## config.mk

```make
export PLATFORM = sky130hd
export DESIGN_NAME = text_line_splitter_top_flat
export DESIGN_NICKNAME = d
export VERILOG_FILES = /design/src/sv/tls_pkg.sv /design/src/sv/tls_in_if.sv /design/src/sv/tls_out_if.sv /design/src/sv/text_line_splitter_top.sv /design/src/flat_wrapper.sv
export SDC_FILE = /design/constraint.sdc
export NUM_CORES = 1
export LEC_CHECK = 0
export BUFFER_PORTS_ARGS = -buffer_cell sky130_fd_sc_hd__buf_2
export CORE_ASPECT_RATIO = 0.5
export CORE_MARGIN = 1
export CORE_UTILIZATION = 40
export DETAILED_ROUTE_END_ITERATION = 6
export GPL_TIMING_DRIVEN = 0
export SLEW_MARGIN = 30
export SYNTH_ARGS = -nofsm -noshare
export SYNTH_HDL_FRONTEND = slang
export SYNTH_SLANG_ARGS = --single-unit
```

## constraint.sdc

```tcl
create_clock -name i_clk -period 6.5 [get_ports i_clk]
set_input_delay 0.325 -clock i_clk [delete_from_list [all_inputs] [get_ports i_clk]]
set_output_delay 0.325 -clock i_clk [all_outputs]
set_load 0.1 [all_outputs]
```

## src/sv/tls_pkg.sv

```systemverilog
// shared types, constants and helpers for the text line splitter
`default_nettype none

package tls_pkg;

    // field widths
    localparam int BYTE_W     = 8;
    localparam int LEN_W      = 11;
    localparam int CFG_IDX_W  = 3;
    localparam int CFG_DATA_W = 8;

    // configuration register indexes
    localparam logic [CFG_IDX_W-1:0] CFG_PRIMARY_SEP = 3'd0;
    localparam logic [CFG_IDX_W-1:0] CFG_SECOND_ON   = 3'd1;
    localparam logic [CFG_IDX_W-1:0] CFG_SECOND_SEP  = 3'd2;
    localparam logic [CFG_IDX_W-1:0] CFG_CR_STRIP_ON = 3'd3;
    localparam logic [CFG_IDX_W-1:0] CFG_CR_CODE     = 3'd4;

    // configuration reset values
    localparam logic [BYTE_W-1:0] RST_PRIMARY_SEP = 8'd10;
    localparam logic              RST_SECOND_ON   = 1'b0;
    localparam logic [BYTE_W-1:0] RST_SECOND_SEP  = 8'd0;
    localparam logic              RST_CR_STRIP_ON = 1'b1;
    localparam logic [BYTE_W-1:0] RST_CR_CODE     = 8'd13;

    // one result record
    typedef struct packed {
        logic              has_byte;
        logic [BYTE_W-1:0] out_byte;
        logic              line_end;
        logic [LEN_W-1:0]  line_length;
        logic              ended_with_cr;
        logic              was_split;
        logic              last;
    } t_result;

    // content byte record
    function automatic t_result make_byte(input logic [BYTE_W-1:0] b);
        t_result r;
        r               = '0;
        r.has_byte      = 1'b1;
        r.out_byte      = b;
        return r;
    endfunction

    // line end record
    function automatic t_result make_end(input logic [LEN_W-1:0] len,
                                         input logic cr, input logic split);
        t_result r;
        r               = '0;
        r.line_end      = 1'b1;
        r.line_length   = len;
        r.ended_with_cr = cr;
        r.was_split     = split;
        return r;
    endfunction

endpackage

`default_nettype wire

```

## src/sv/tls_in_if.sv

```systemverilog
// input byte channel
`default_nettype none

interface tls_in_if import tls_pkg::*; ();
    logic              valid;
    logic              ready;
    logic [BYTE_W-1:0] data_byte;

    modport source (output valid, output data_byte, input ready);
    modport sink   (input valid, input data_byte, output ready);
endinterface

`default_nettype wire

```

## src/sv/tls_out_if.sv

```systemverilog
// result record channel
`default_nettype none

interface tls_out_if import tls_pkg::*; ();
    logic              valid;
    logic              ready;
    logic              has_byte;
    logic [BYTE_W-1:0] out_byte;
    logic              line_end;
    logic [LEN_W-1:0]  line_length;
    logic              ended_with_cr;
    logic              was_split;
    logic              last;

    modport source (output valid, output has_byte, output out_byte, output line_end,
                    output line_length, output ended_with_cr, output was_split,
                    output last, input ready);
    modport sink   (input valid, input has_byte, input out_byte, input line_end,
                    input line_length, input ended_with_cr, input was_split,
                    input last, output ready);
endinterface

`default_nettype wire

```

## src/sv/text_line_splitter_top.sv

```systemverilog
// text line splitter top level: byte stream in, content bytes and line end records out
//
//  channel    | dir | transaction
//  i_data_ch  | in  | one text byte
//  o_res_ch   | out | one content byte or one line end record
//  i_cfg_*    | in  | register write, no handshake
//
// a byte is taken whenever the result queue has room for two records;
// its records are written straight into a 4-entry queue whose head drives o_res_ch
// one record leaves per cycle while o_res_ch is ready, so a byte that releases both a content
// byte and a line end record holds the output for both records; all other bytes sustain one per cycle
// reset is synchronous: queue empties, nothing held, line count zero, registers at defaults
// a stalled output only stops input once fewer than two queue entries are free
`default_nettype none

module text_line_splitter_top import tls_pkg::*; #(
    parameter int MAX_LINE_LEN = 1024
) (
    input  wire logic                  i_clk,
    input  wire logic                  i_rst_n,
    tls_in_if.sink                     i_data_ch,
    tls_out_if.source                  o_res_ch,
    input  wire logic                  i_cfg_we,
    input  wire logic [CFG_IDX_W-1:0]  i_cfg_idx,
    input  wire logic [CFG_DATA_W-1:0] i_cfg_data
);

    localparam int CW = $clog2(MAX_LINE_LEN + 1);
    localparam int EW = (CW > LEN_W) ? CW : LEN_W;
    localparam logic [CW-1:0] MAX_C = CW'(MAX_LINE_LEN);
    localparam int QD = 4;
    localparam int QA = 2;

    // configuration registers
    logic [BYTE_W-1:0] r_primary_sep;
    logic              r_second_on;
    logic [BYTE_W-1:0] r_second_sep;
    logic              r_cr_strip_on;
    logic [BYTE_W-1:0] r_cr_code;

    // line state
    logic [BYTE_W-1:0] r_held_byte, n_held_byte;
    logic              r_held_valid, n_held_valid;
    logic              r_held_cr, n_held_cr;
    logic [CW-1:0]     r_count, n_count;

    // result queue
    t_result           r_queue [QD];
    logic [QA-1:0]     r_wr_ptr;
    logic [QA-1:0]     r_rd_ptr;
    logic [QA:0]       r_fill;

    logic              w_in_fire;
    logic              w_out_fire;
    logic [1:0]        w_push_n;
    t_result           w_res0, w_res1;
    t_result           w_head;

    logic [BYTE_W-1:0] w_b;
    logic              w_is_sep;
    logic              w_new_cr;
    logic              w_pre_split;
    logic              w_post_split;
    logic [CW-1:0]     w_count_inc;
    logic [CW-1:0]     w_count_after;
    logic [EW-1:0]     w_cnt_ext, w_inc_ext, w_max_ext;
    logic [LEN_W-1:0]  w_len_cur, w_len_inc, w_len_max;

    // handshakes
    assign i_data_ch.ready = (r_fill <= (QA+1)'(QD - 2));
    assign w_in_fire       = i_data_ch.valid && i_data_ch.ready;
    assign w_out_fire      = o_res_ch.valid && o_res_ch.ready;

    // configuration writes, unknown indexes ignored
    always_ff @(posedge i_clk) begin
        if (!i_rst_n) begin
            r_primary_sep <= RST_PRIMARY_SEP;
            r_second_on   <= RST_SECOND_ON;
            r_second_sep  <= RST_SECOND_SEP;
            r_cr_strip_on <= RST_CR_STRIP_ON;
            r_cr_code     <= RST_CR_CODE;
        end else if (i_cfg_we) begin
            unique case (i_cfg_idx)
                CFG_PRIMARY_SEP: r_primary_sep <= i_cfg_data;
                CFG_SECOND_ON:   r_second_on   <= i_cfg_data[0];
                CFG_SECOND_SEP:  r_second_sep  <= i_cfg_data;
                CFG_CR_STRIP_ON: r_cr_strip_on <= i_cfg_data[0];
                CFG_CR_CODE:     r_cr_code     <= i_cfg_data;
                default: ;
            endcase
        end
    end

    // byte classification and count arithmetic
    assign w_b         = i_data_ch.data_byte;
    assign w_is_sep    = (w_b == r_primary_sep) || (r_second_on && (w_b == r_second_sep));
    assign w_new_cr    = r_cr_strip_on && (w_b == r_cr_code);
    assign w_count_inc = CW'(r_count + 1'b1);
    assign w_pre_split = r_held_valid && (r_count >= MAX_C);
    assign w_count_after = !r_held_valid ? r_count :
                           (w_pre_split ? CW'(1) : w_count_inc);
    assign w_post_split  = !w_new_cr && (w_count_after >= MAX_C);

    // lengths folded to the output field width
    assign w_cnt_ext = EW'(r_count);
    assign w_inc_ext = EW'(w_count_inc);
    assign w_max_ext = EW'(MAX_C);
    assign w_len_cur = w_cnt_ext[LEN_W-1:0];
    assign w_len_inc = w_inc_ext[LEN_W-1:0];
    assign w_len_max = w_max_ext[LEN_W-1:0];

    // records caused by the incoming byte and next line state
    always_comb begin
        w_res0       = '0;
        w_res1       = '0;
        w_push_n     = 2'd0;
        n_held_byte  = r_held_byte;
        n_held_valid = r_held_valid;
        n_held_cr    = r_held_cr;
        n_count      = r_count;
        if (w_is_sep) begin
            if (r_held_valid && r_held_cr) begin
                // stripped cr closes the line
                w_res0   = make_end(w_len_cur, 1'b1, 1'b0);
                w_push_n = 2'd1;
            end else if (r_held_valid) begin
                w_res0   = make_byte(r_held_byte);
                w_res1   = make_end(w_len_inc, 1'b0, 1'b0);
                w_push_n = 2'd2;
            end else begin
                w_res0   = make_end(w_len_cur, 1'b0, 1'b0);
                w_push_n = 2'd1;
            end
            n_held_byte  = '0;
            n_held_valid = 1'b0;
            n_held_cr    = 1'b0;
            n_count      = '0;
        end else begin
            if (w_pre_split) begin
                // full line closes before the held byte
                w_res0   = make_end(w_len_max, 1'b0, 1'b1);
                w_res1   = make_byte(r_held_byte);
                w_push_n = 2'd2;
            end else if (r_held_valid) begin
                w_res0   = make_byte(r_held_byte);
                w_res1   = make_end(w_len_max, 1'b0, 1'b1);
                w_push_n = w_post_split ? 2'd2 : 2'd1;
            end else if (w_post_split) begin
                w_res0   = make_end(w_len_max, 1'b0, 1'b1);
                w_push_n = 2'd1;
            end
            n_held_byte  = w_b;
            n_held_valid = 1'b1;
            n_held_cr    = w_new_cr;
            n_count      = w_post_split ? '0 : w_count_after;
        end
        // mark the final record of this byte
        if (w_push_n == 2'd1) begin
            w_res0.last = 1'b1;
        end
        if (w_push_n == 2'd2) begin
            w_res1.last = 1'b1;
        end
    end

    // line state registers
    always_ff @(posedge i_clk) begin
        if (!i_rst_n) begin
            r_held_byte  <= '0;
            r_held_valid <= 1'b0;
            r_held_cr    <= 1'b0;
            r_count      <= '0;
        end else if (w_in_fire) begin
            r_held_byte  <= n_held_byte;
            r_held_valid <= n_held_valid;
            r_held_cr    <= n_held_cr;
            r_count      <= n_count;
        end
    end

    // queue storage
    always_ff @(posedge i_clk) begin
        if (w_in_fire && (w_push_n != 2'd0)) begin
            r_queue[r_wr_ptr] <= w_res0;
        end
        if (w_in_fire && (w_push_n == 2'd2)) begin
            r_queue[QA'(r_wr_ptr + 1'b1)] <= w_res1;
        end
    end

    // queue pointers and fill level
    always_ff @(posedge i_clk) begin
        if (!i_rst_n) begin
            r_wr_ptr <= '0;
            r_rd_ptr <= '0;
            r_fill   <= '0;
        end else begin
            if (w_in_fire) begin
                r_wr_ptr <= QA'(r_wr_ptr + w_push_n);
            end
            if (w_out_fire) begin
                r_rd_ptr <= QA'(r_rd_ptr + 1'b1);
            end
            r_fill <= (QA+1)'(r_fill + (w_in_fire ? (QA+1)'(w_push_n) : '0)
                      - (QA+1)'(w_out_fire));
        end
    end

    // queue head drives the output channel
    assign w_head                 = r_queue[r_rd_ptr];
    assign o_res_ch.valid         = (r_fill != '0);
    assign o_res_ch.has_byte      = w_head.has_byte;
    assign o_res_ch.out_byte      = w_head.out_byte;
    assign o_res_ch.line_end      = w_head.line_end;
    assign o_res_ch.line_length   = w_head.line_length;
    assign o_res_ch.ended_with_cr = w_head.ended_with_cr;
    assign o_res_ch.was_split     = w_head.was_split;
    assign o_res_ch.last          = w_head.last;

endmodule

`default_nettype wire

```

## src/flat_wrapper.sv

```systemverilog
// flat-port wrapper written by rule: the top's interface ports become plain ports
module text_line_splitter_top_flat import tls_pkg::*;
#(
    parameter int MAX_LINE_LEN = 1024
)
  (i_clk, i_rst_n, i_cfg_we, i_cfg_idx, i_cfg_data, i_data_ch_valid, i_data_ch_data_byte, i_data_ch_ready, o_res_ch_valid, o_res_ch_has_byte, o_res_ch_out_byte, o_res_ch_line_end, o_res_ch_line_length, o_res_ch_ended_with_cr, o_res_ch_was_split, o_res_ch_last, o_res_ch_ready);
  tls_in_if i_data_ch_i ();
  tls_out_if o_res_ch_i ();
  input  wire logic i_clk;
  input  wire logic i_rst_n;
  input  wire logic i_cfg_we;
  input  wire logic [CFG_IDX_W-1:0] i_cfg_idx;
  input  wire logic [CFG_DATA_W-1:0] i_cfg_data;
  input wire logic [$bits(i_data_ch_i.valid)-1:0] i_data_ch_valid;
  input wire logic [$bits(i_data_ch_i.data_byte)-1:0] i_data_ch_data_byte;
  output wire logic [$bits(i_data_ch_i.ready)-1:0] i_data_ch_ready;
  output wire logic [$bits(o_res_ch_i.valid)-1:0] o_res_ch_valid;
  output wire logic [$bits(o_res_ch_i.has_byte)-1:0] o_res_ch_has_byte;
  output wire logic [$bits(o_res_ch_i.out_byte)-1:0] o_res_ch_out_byte;
  output wire logic [$bits(o_res_ch_i.line_end)-1:0] o_res_ch_line_end;
  output wire logic [$bits(o_res_ch_i.line_length)-1:0] o_res_ch_line_length;
  output wire logic [$bits(o_res_ch_i.ended_with_cr)-1:0] o_res_ch_ended_with_cr;
  output wire logic [$bits(o_res_ch_i.was_split)-1:0] o_res_ch_was_split;
  output wire logic [$bits(o_res_ch_i.last)-1:0] o_res_ch_last;
  input wire logic [$bits(o_res_ch_i.ready)-1:0] o_res_ch_ready;
  assign i_data_ch_i.valid = i_data_ch_valid;
  assign i_data_ch_i.data_byte = i_data_ch_data_byte;
  assign i_data_ch_ready = i_data_ch_i.ready;
  assign o_res_ch_valid = o_res_ch_i.valid;
  assign o_res_ch_has_byte = o_res_ch_i.has_byte;
  assign o_res_ch_out_byte = o_res_ch_i.out_byte;
  assign o_res_ch_line_end = o_res_ch_i.line_end;
  assign o_res_ch_line_length = o_res_ch_i.line_length;
  assign o_res_ch_ended_with_cr = o_res_ch_i.ended_with_cr;
  assign o_res_ch_was_split = o_res_ch_i.was_split;
  assign o_res_ch_last = o_res_ch_i.last;
  assign o_res_ch_i.ready = o_res_ch_ready;
  text_line_splitter_top #(.MAX_LINE_LEN(MAX_LINE_LEN)) u_core (.i_clk(i_clk), .i_rst_n(i_rst_n), .i_data_ch(i_data_ch_i), .o_res_ch(o_res_ch_i), .i_cfg_we(i_cfg_we), .i_cfg_idx(i_cfg_idx), .i_cfg_data(i_cfg_data));
endmodule
```

==> metrics.txt <==
# TYPE chip_impl_metric gauge
chip_impl_metric{name="internal-power",unit="mW"} 1.79
chip_impl_metric{name="max-vdd-ir-drop",unit="mV"} 0.187
chip_impl_metric{name="period_needed",unit="ns"} 4.73
chip_impl_metric{name="floorplan.io_pins",unit=""} 50
chip_impl_metric{name="clock_power_share",unit="%"} 31.3
chip_impl_info{name="cts_tree",value="yes"} 1
chip_impl_metric{name="synth_async_sr_flop_share",unit="%"} 0
chip_impl_info{name="regToRegStartpoint",value="u_core.r_count[10]$_SDFFE_PN0P_"} 1
chip_impl_metric{name="via_per_inst",unit=""} 5.90
chip_impl_metric{name="sw_frac_of_total",unit="%"} 40.7
chip_impl_metric{name="placementRows",unit=""} 36
chip_impl_metric{name="finClkSkew",unit="ns"} 0.0152
chip_impl_metric{name="fmax",unit="GHz"} 0.212
chip_impl_metric{name="max_slew.worst_pin.slew",unit="ns"} 1.05
chip_impl_metric{name="post-route-period-util",unit="%"} 72.7
chip_impl_info{name="path_class",value="flip-flop to flip-flop"} 1
chip_impl_metric{name="postRouteWirelength",unit="um"} 23800
chip_impl_metric{name="setup_tns",unit="ns"} 0
chip_impl_metric{name="globalRouteTotalUtil",unit="%"} 23.6
chip_impl_info{name="r2r_end",value="u_core.r_queue[3][5]$_DFFE_PP_"} 1
chip_impl_metric{name="timing.max_slew.rel_slack",unit="%"} 29.7
chip_impl_metric{name="detailed_routing_wirelength_on_met1",unit="um"} 11000
chip_impl_metric{name="worst_r2r_path_depth",unit=""} 12
chip_impl_info{name="post-synth-top-area-cell",value="sky130_fd_sc_hd__edfxtp_1"} 1
chip_impl_metric{name="synth-seq-area-share",unit="%"} 49.7
chip_impl_metric{name="clk_pin_slew",unit="ns"} 0.07
chip_impl_info{name="setup.worst_path.end",value="u_core.r_queue[3][5]$_DFFE_PP_"} 1
chip_impl_metric{name="combinationalPowerShare",unit="%"} 32.6
chip_impl_metric{name="wl_per_cell",unit="um"} 20.4
chip_impl_info{name="holdCritPathClass",value="primary input to flip-flop"} 1
chip_impl_info{name="setup.worst_path.start_class",value="flip-flop"} 1
chip_impl_metric{name="maximum_number_of_pins_on_one_net_before_global_route_repair",unit=""} 24
chip_impl_metric{name="post_cts.resized_instances",unit=""} 0
chip_impl_metric{name="syn_to_final_growth",unit="%"} 14.7
chip_impl_info{name="cp-startpoint",value="u_core.r_count[10]$_SDFFE_PN0P_"} 1
chip_impl_info{name="end_kind",value="flip-flop"} 1
chip_impl_metric{name="post-dp-hpwl",unit="um"} 16300
chip_impl_metric{name="floorplan_core_area",unit="mm2"} 0.0195
chip_impl_metric{name="final_antenna_net_count",unit=""} 0
chip_impl_metric{name="cts_max_path_buffers",unit=""} 2
chip_impl_metric{name="timing.final.ws_setup",unit="ns"} 1.77
chip_impl_metric{name="worst_skew_pair.late_latency",unit="ns"} 0.45
chip_impl_metric{name="met3_length",unit="um"} 1640
chip_impl_metric{name="clock_sinks",unit=""} 152
chip_impl_info{name="synthTopCellsByCount",value="sky130_fd_sc_hd__nand2_1, sky130_fd_sc_hd__edfxtp_1, sky130_fd_sc_hd__a21oi_1"} 1
chip_impl_info{name="outcome",value="finished, violations left"} 1
chip_impl_metric{name="finalSetupViolations",unit=""} 0
chip_impl_metric{name="final-hold-violation-count",unit=""} 0
chip_impl_metric{name="cts_max_level",unit=""} 4
chip_impl_metric{name="grt_overflow",unit=""} 0
chip_impl_metric{name="cts-buffers-inserted",unit=""} 17
chip_impl_metric{name="wl_met2",unit="um"} 10600
chip_impl_metric{name="synth_largest_type_area_fraction",unit="%"} 34.6
chip_impl_metric{name="maxCapViolations",unit=""} 0
chip_impl_info{name="hold_path.startpoint",value="i_cfg_data[3]"} 1
chip_impl_info{name="routed.top_layer",value="met4"} 1
chip_impl_metric{name="synthesized_netlist_cell_count",unit=""} 820
chip_impl_info{name="root_buffer_selected_by_cts",value="sky130_fd_sc_hd__clkbuf_16"} 1
chip_impl_metric{name="grt_pass1_wl",unit="um"} 36600
chip_impl_metric{name="post_route_cells_drive_above_1_share",unit="%"} 15.1
chip_impl_info{name="main_synth_ff_type",value="sky130_fd_sc_hd__edfxtp_1"} 1
chip_impl_metric{name="ys_warn_count",unit=""} 0
chip_impl_metric{name="synth_edf_count",unit=""} 92
chip_impl_metric{name="finish.net_count",unit=""} 921
chip_impl_metric{name="fin_hold_ws",unit="ns"} 0.123
chip_impl_metric{name="fin_total_pwr",unit="mW"} 3.01
chip_impl_metric{name="detailroute.via_count",unit=""} 6897
chip_impl_metric{name="synth.avg_cell_area",unit="um2"} 9.72
chip_impl_metric{name="critical_path_required",unit="ns"} 6.57
chip_impl_metric{name="pre_cts_ws",unit="ns"} 1.86
chip_impl_metric{name="seq_power_share",unit="%"} 36.1
chip_impl_metric{name="first_global_vias",unit=""} 6438
chip_impl_metric{name="cp.arrival",unit="ns"} 4.80
chip_impl_info{name="yosys.cell_count.top_type",value="sky130_fd_sc_hd__nand2_1"} 1
chip_impl_info{name="synth.top_cells.by_area",value="sky130_fd_sc_hd__edfxtp_1, sky130_fd_sc_hd__dfxtp_1, sky130_fd_sc_hd__mux4_2"} 1
chip_impl_metric{name="synth_nets",unit=""} 852
chip_impl_metric{name="post-route-drc-count",unit=""} 1
chip_impl_metric{name="grt_antenna_before_repair",unit=""} 0
chip_impl_metric{name="syn-cell-area",unit="mm2"} 0.00797
chip_impl_info{name="violations",value="DRC"} 1
chip_impl_info{name="rsz_0062_raised_after_global_routing",value="false"} 1
chip_impl_metric{name="io_buffers",unit=""} 49
chip_impl_metric{name="cts-hold-fix-buffers",unit=""} 0
chip_impl_metric{name="rrSetupSlack",unit="ns"} 1.77
chip_impl_metric{name="die_w",unit="um"} 202
chip_impl_metric{name="drt_iter0_markers",unit=""} 808
chip_impl_metric{name="cellPowerDensity",unit="mW/mm2"} 329
chip_impl_metric{name="yosys_register_bits",unit=""} 152
chip_impl_metric{name="netSwitchingPower",unit="mW"} 1.23
chip_impl_metric{name="gp_routability_congestion",unit=""} 0.944
chip_impl_metric{name="power.leakage",unit="nW"} 2.90
chip_impl_metric{name="finalMaxSlewViolations",unit=""} 0
chip_impl_metric{name="initial_core_util",unit="%"} 40.9
chip_impl_metric{name="critPathMaxFanout",unit=""} 23
chip_impl_metric{name="diodes",unit=""} 0
chip_impl_metric{name="synth.lib_cells_used.distinct",unit=""} 59
chip_impl_metric{name="post_cts_setup_buffer_count",unit=""} 0
chip_impl_metric{name="die-area",unit="mm2"} 0.0205
chip_impl_metric{name="dr.pass1.iters",unit=""} 7
chip_impl_metric{name="die_h",unit="um"} 102
power by group through the flow:
| stage | Combinational (mW) | Sequential [mW] | Clock [mW] |
|---|---|---|---|
| after CTS | 0.981 | 1.09 | 0.948 |
| after global placement | 0.973 | 1.11 | 0 |
| final | 0.982 | 1.09 | 0.942 |
| after detailed placement | 0.979 | 1.11 | 0 |
| after global routing | 1.03 | 1.09 | 0.987 |
| after floorplan | 0.798 | 1.10 | 0 |
kinds of logic after synthesis:
logic type | share of synthesized area, %
AO/OA/AOI/OAI | 16.1
XOR/XNOR | 3.30
adder cells (fa/ha/maj) | 1.35
buffers and inverters | 3.58
flip-flops | 49.7
multiplexers | 7.41
AND/OR/NAND/NOR | 18.6
metrics by stage:
| stage | instances | cell area (um2) | utilization [%] |
|---|---|---|---|
| after floorplan | 820 | 7970 | - |
| after global routing | 1168 | 9150 | 46.9 |
| after global placement | 1135 | 8550 | 43.8 |
| after detailed placement | 1136 | 8590 | 44.0 |
| final | 1168 | 9150 | 46.9 |
| after CTS | 1168 | 9140 | 46.8 |
how the worst min path moves through the flow:
stage,cells after the start,slack [ns],end
2_1_floorplan,2,0.44,u_core.r_cr_strip_on$_SDFFE_PN1P_
3_3_place_gp,2,0.45,u_core.r_cr_code[5]$_SDFFE_PN0P_
3_5_place_dp,2,0.46,u_core.r_primary_sep[7]$_SDFFE_PN0P_
4_1_cts,3,0.12,u_core.r_cr_code[3]$_SDFFE_PN1P_
5_1_grt,3,0.14,u_core.r_primary_sep[6]$_SDFFE_PN0P_
6_report,3,0.12,u_core.r_cr_code[3]$_SDFFE_PN1P_
layout make-up:
cell class / instances / area, um2
clock buffer: 18 / 439
inverter: 19 / 71.3
tap: 266 / 333
clock inverter: 14 / 106
buffer: 53 / 216
sequential: 152 / 3960
fill: 1841 / 10400
timing repair buffer: 50 / 260
multi-input combinational: 596 / 3760
cell usage in the layout, fill, tap and decap left out, types with 4 or more instances in the layout:
| cell type | instances |
|---|---|
| sky130_fd_sc_hd__edfxtp_1 | 92 |
| sky130_fd_sc_hd__clkbuf_16 | 17 |
| sky130_fd_sc_hd__nor4_1 | 6 |
| sky130_fd_sc_hd__nor2_1 | 65 |
| sky130_fd_sc_hd__xnor2_1 | 21 |
| sky130_fd_sc_hd__a31oi_1 | 5 |
| sky130_fd_sc_hd__nand2_1 | 125 |
| sky130_fd_sc_hd__o22ai_1 | 5 |
| sky130_fd_sc_hd__a22oi_1 | 6 |
| sky130_fd_sc_hd__o31ai_1 | 5 |
| sky130_fd_sc_hd__mux2i_1 | 5 |
| sky130_fd_sc_hd__a21oi_1 | 88 |
| sky130_fd_sc_hd__nand3_1 | 29 |
| sky130_fd_sc_hd__dfxtp_1 | 60 |
| sky130_fd_sc_hd__mux4_2 | 24 |
| sky130_fd_sc_hd__buf_2 | 54 |
| sky130_fd_sc_hd__nor3_2 | 4 |
| sky130_fd_sc_hd__clkbuf_1 | 34 |
| sky130_fd_sc_hd__o32ai_1 | 4 |
| sky130_fd_sc_hd__inv_1 | 17 |
| sky130_fd_sc_hd__and2_1 | 9 |
| sky130_fd_sc_hd__a21boi_0 | 24 |
| sky130_fd_sc_hd__inv_6 | 4 |
| sky130_fd_sc_hd__ha_1 | 7 |
| sky130_fd_sc_hd__or3_1 | 14 |
| sky130_fd_sc_hd__and3_1 | 10 |
| sky130_fd_sc_hd__xor2_1 | 9 |
| sky130_fd_sc_hd__nor3_1 | 24 |
| sky130_fd_sc_hd__o211ai_1 | 4 |
| sky130_fd_sc_hd__or2_2 | 4 |
| sky130_fd_sc_hd__o21ai_0 | 42 |
| sky130_fd_sc_hd__buf_1 | 9 |
| sky130_fd_sc_hd__nand4_1 | 15 |
| sky130_fd_sc_hd__inv_4 | 4 |
layer usage:
metal / up-vias / track usage (%)
met1: 3379 / 33.2
li1: 3162 / -
met4: 0 / 8.39
met3: 42 / 4.21
met5: - / 0
met2: 314 / 37.0
state kept, by name (all words and copies together) (netlist names), 2 cells and up, named ones only:
name                  count
u_core.r_wr_ptr           2
u_core.r_cr_code          8
u_core.r_rd_ptr           2
u_core.r_fill             3
u_core.r_second_sep       8
u_core.r_held_byte        8
u_core.r_count           11
u_core.r_primary_sep      8
u_core.r_queue           96
critical path, cell delays in order, from the launching register on:
cell and delay (ns):
sky130_fd_sc_hd__dfxtp_1 0.35, sky130_fd_sc_hd__clkbuf_1 0.58, sky130_fd_sc_hd__nor4_1 0.23, sky130_fd_sc_hd__mux2i_1 0.17, sky130_fd_sc_hd__or2_2 0.17, sky130_fd_sc_hd__clkbuf_1 0.40, sky130_fd_sc_hd__inv_1 0.13, sky130_fd_sc_hd__ha_1 0.24
sky130_fd_sc_hd__a21oi_1 0.35, sky130_fd_sc_hd__nand2_1 0.18, sky130_fd_sc_hd__nor3_1 0.74, sky130_fd_sc_hd__nor2_1 0.14, sky130_fd_sc_hd__or2_2 0.65
(Power assumes the default switching activity.)
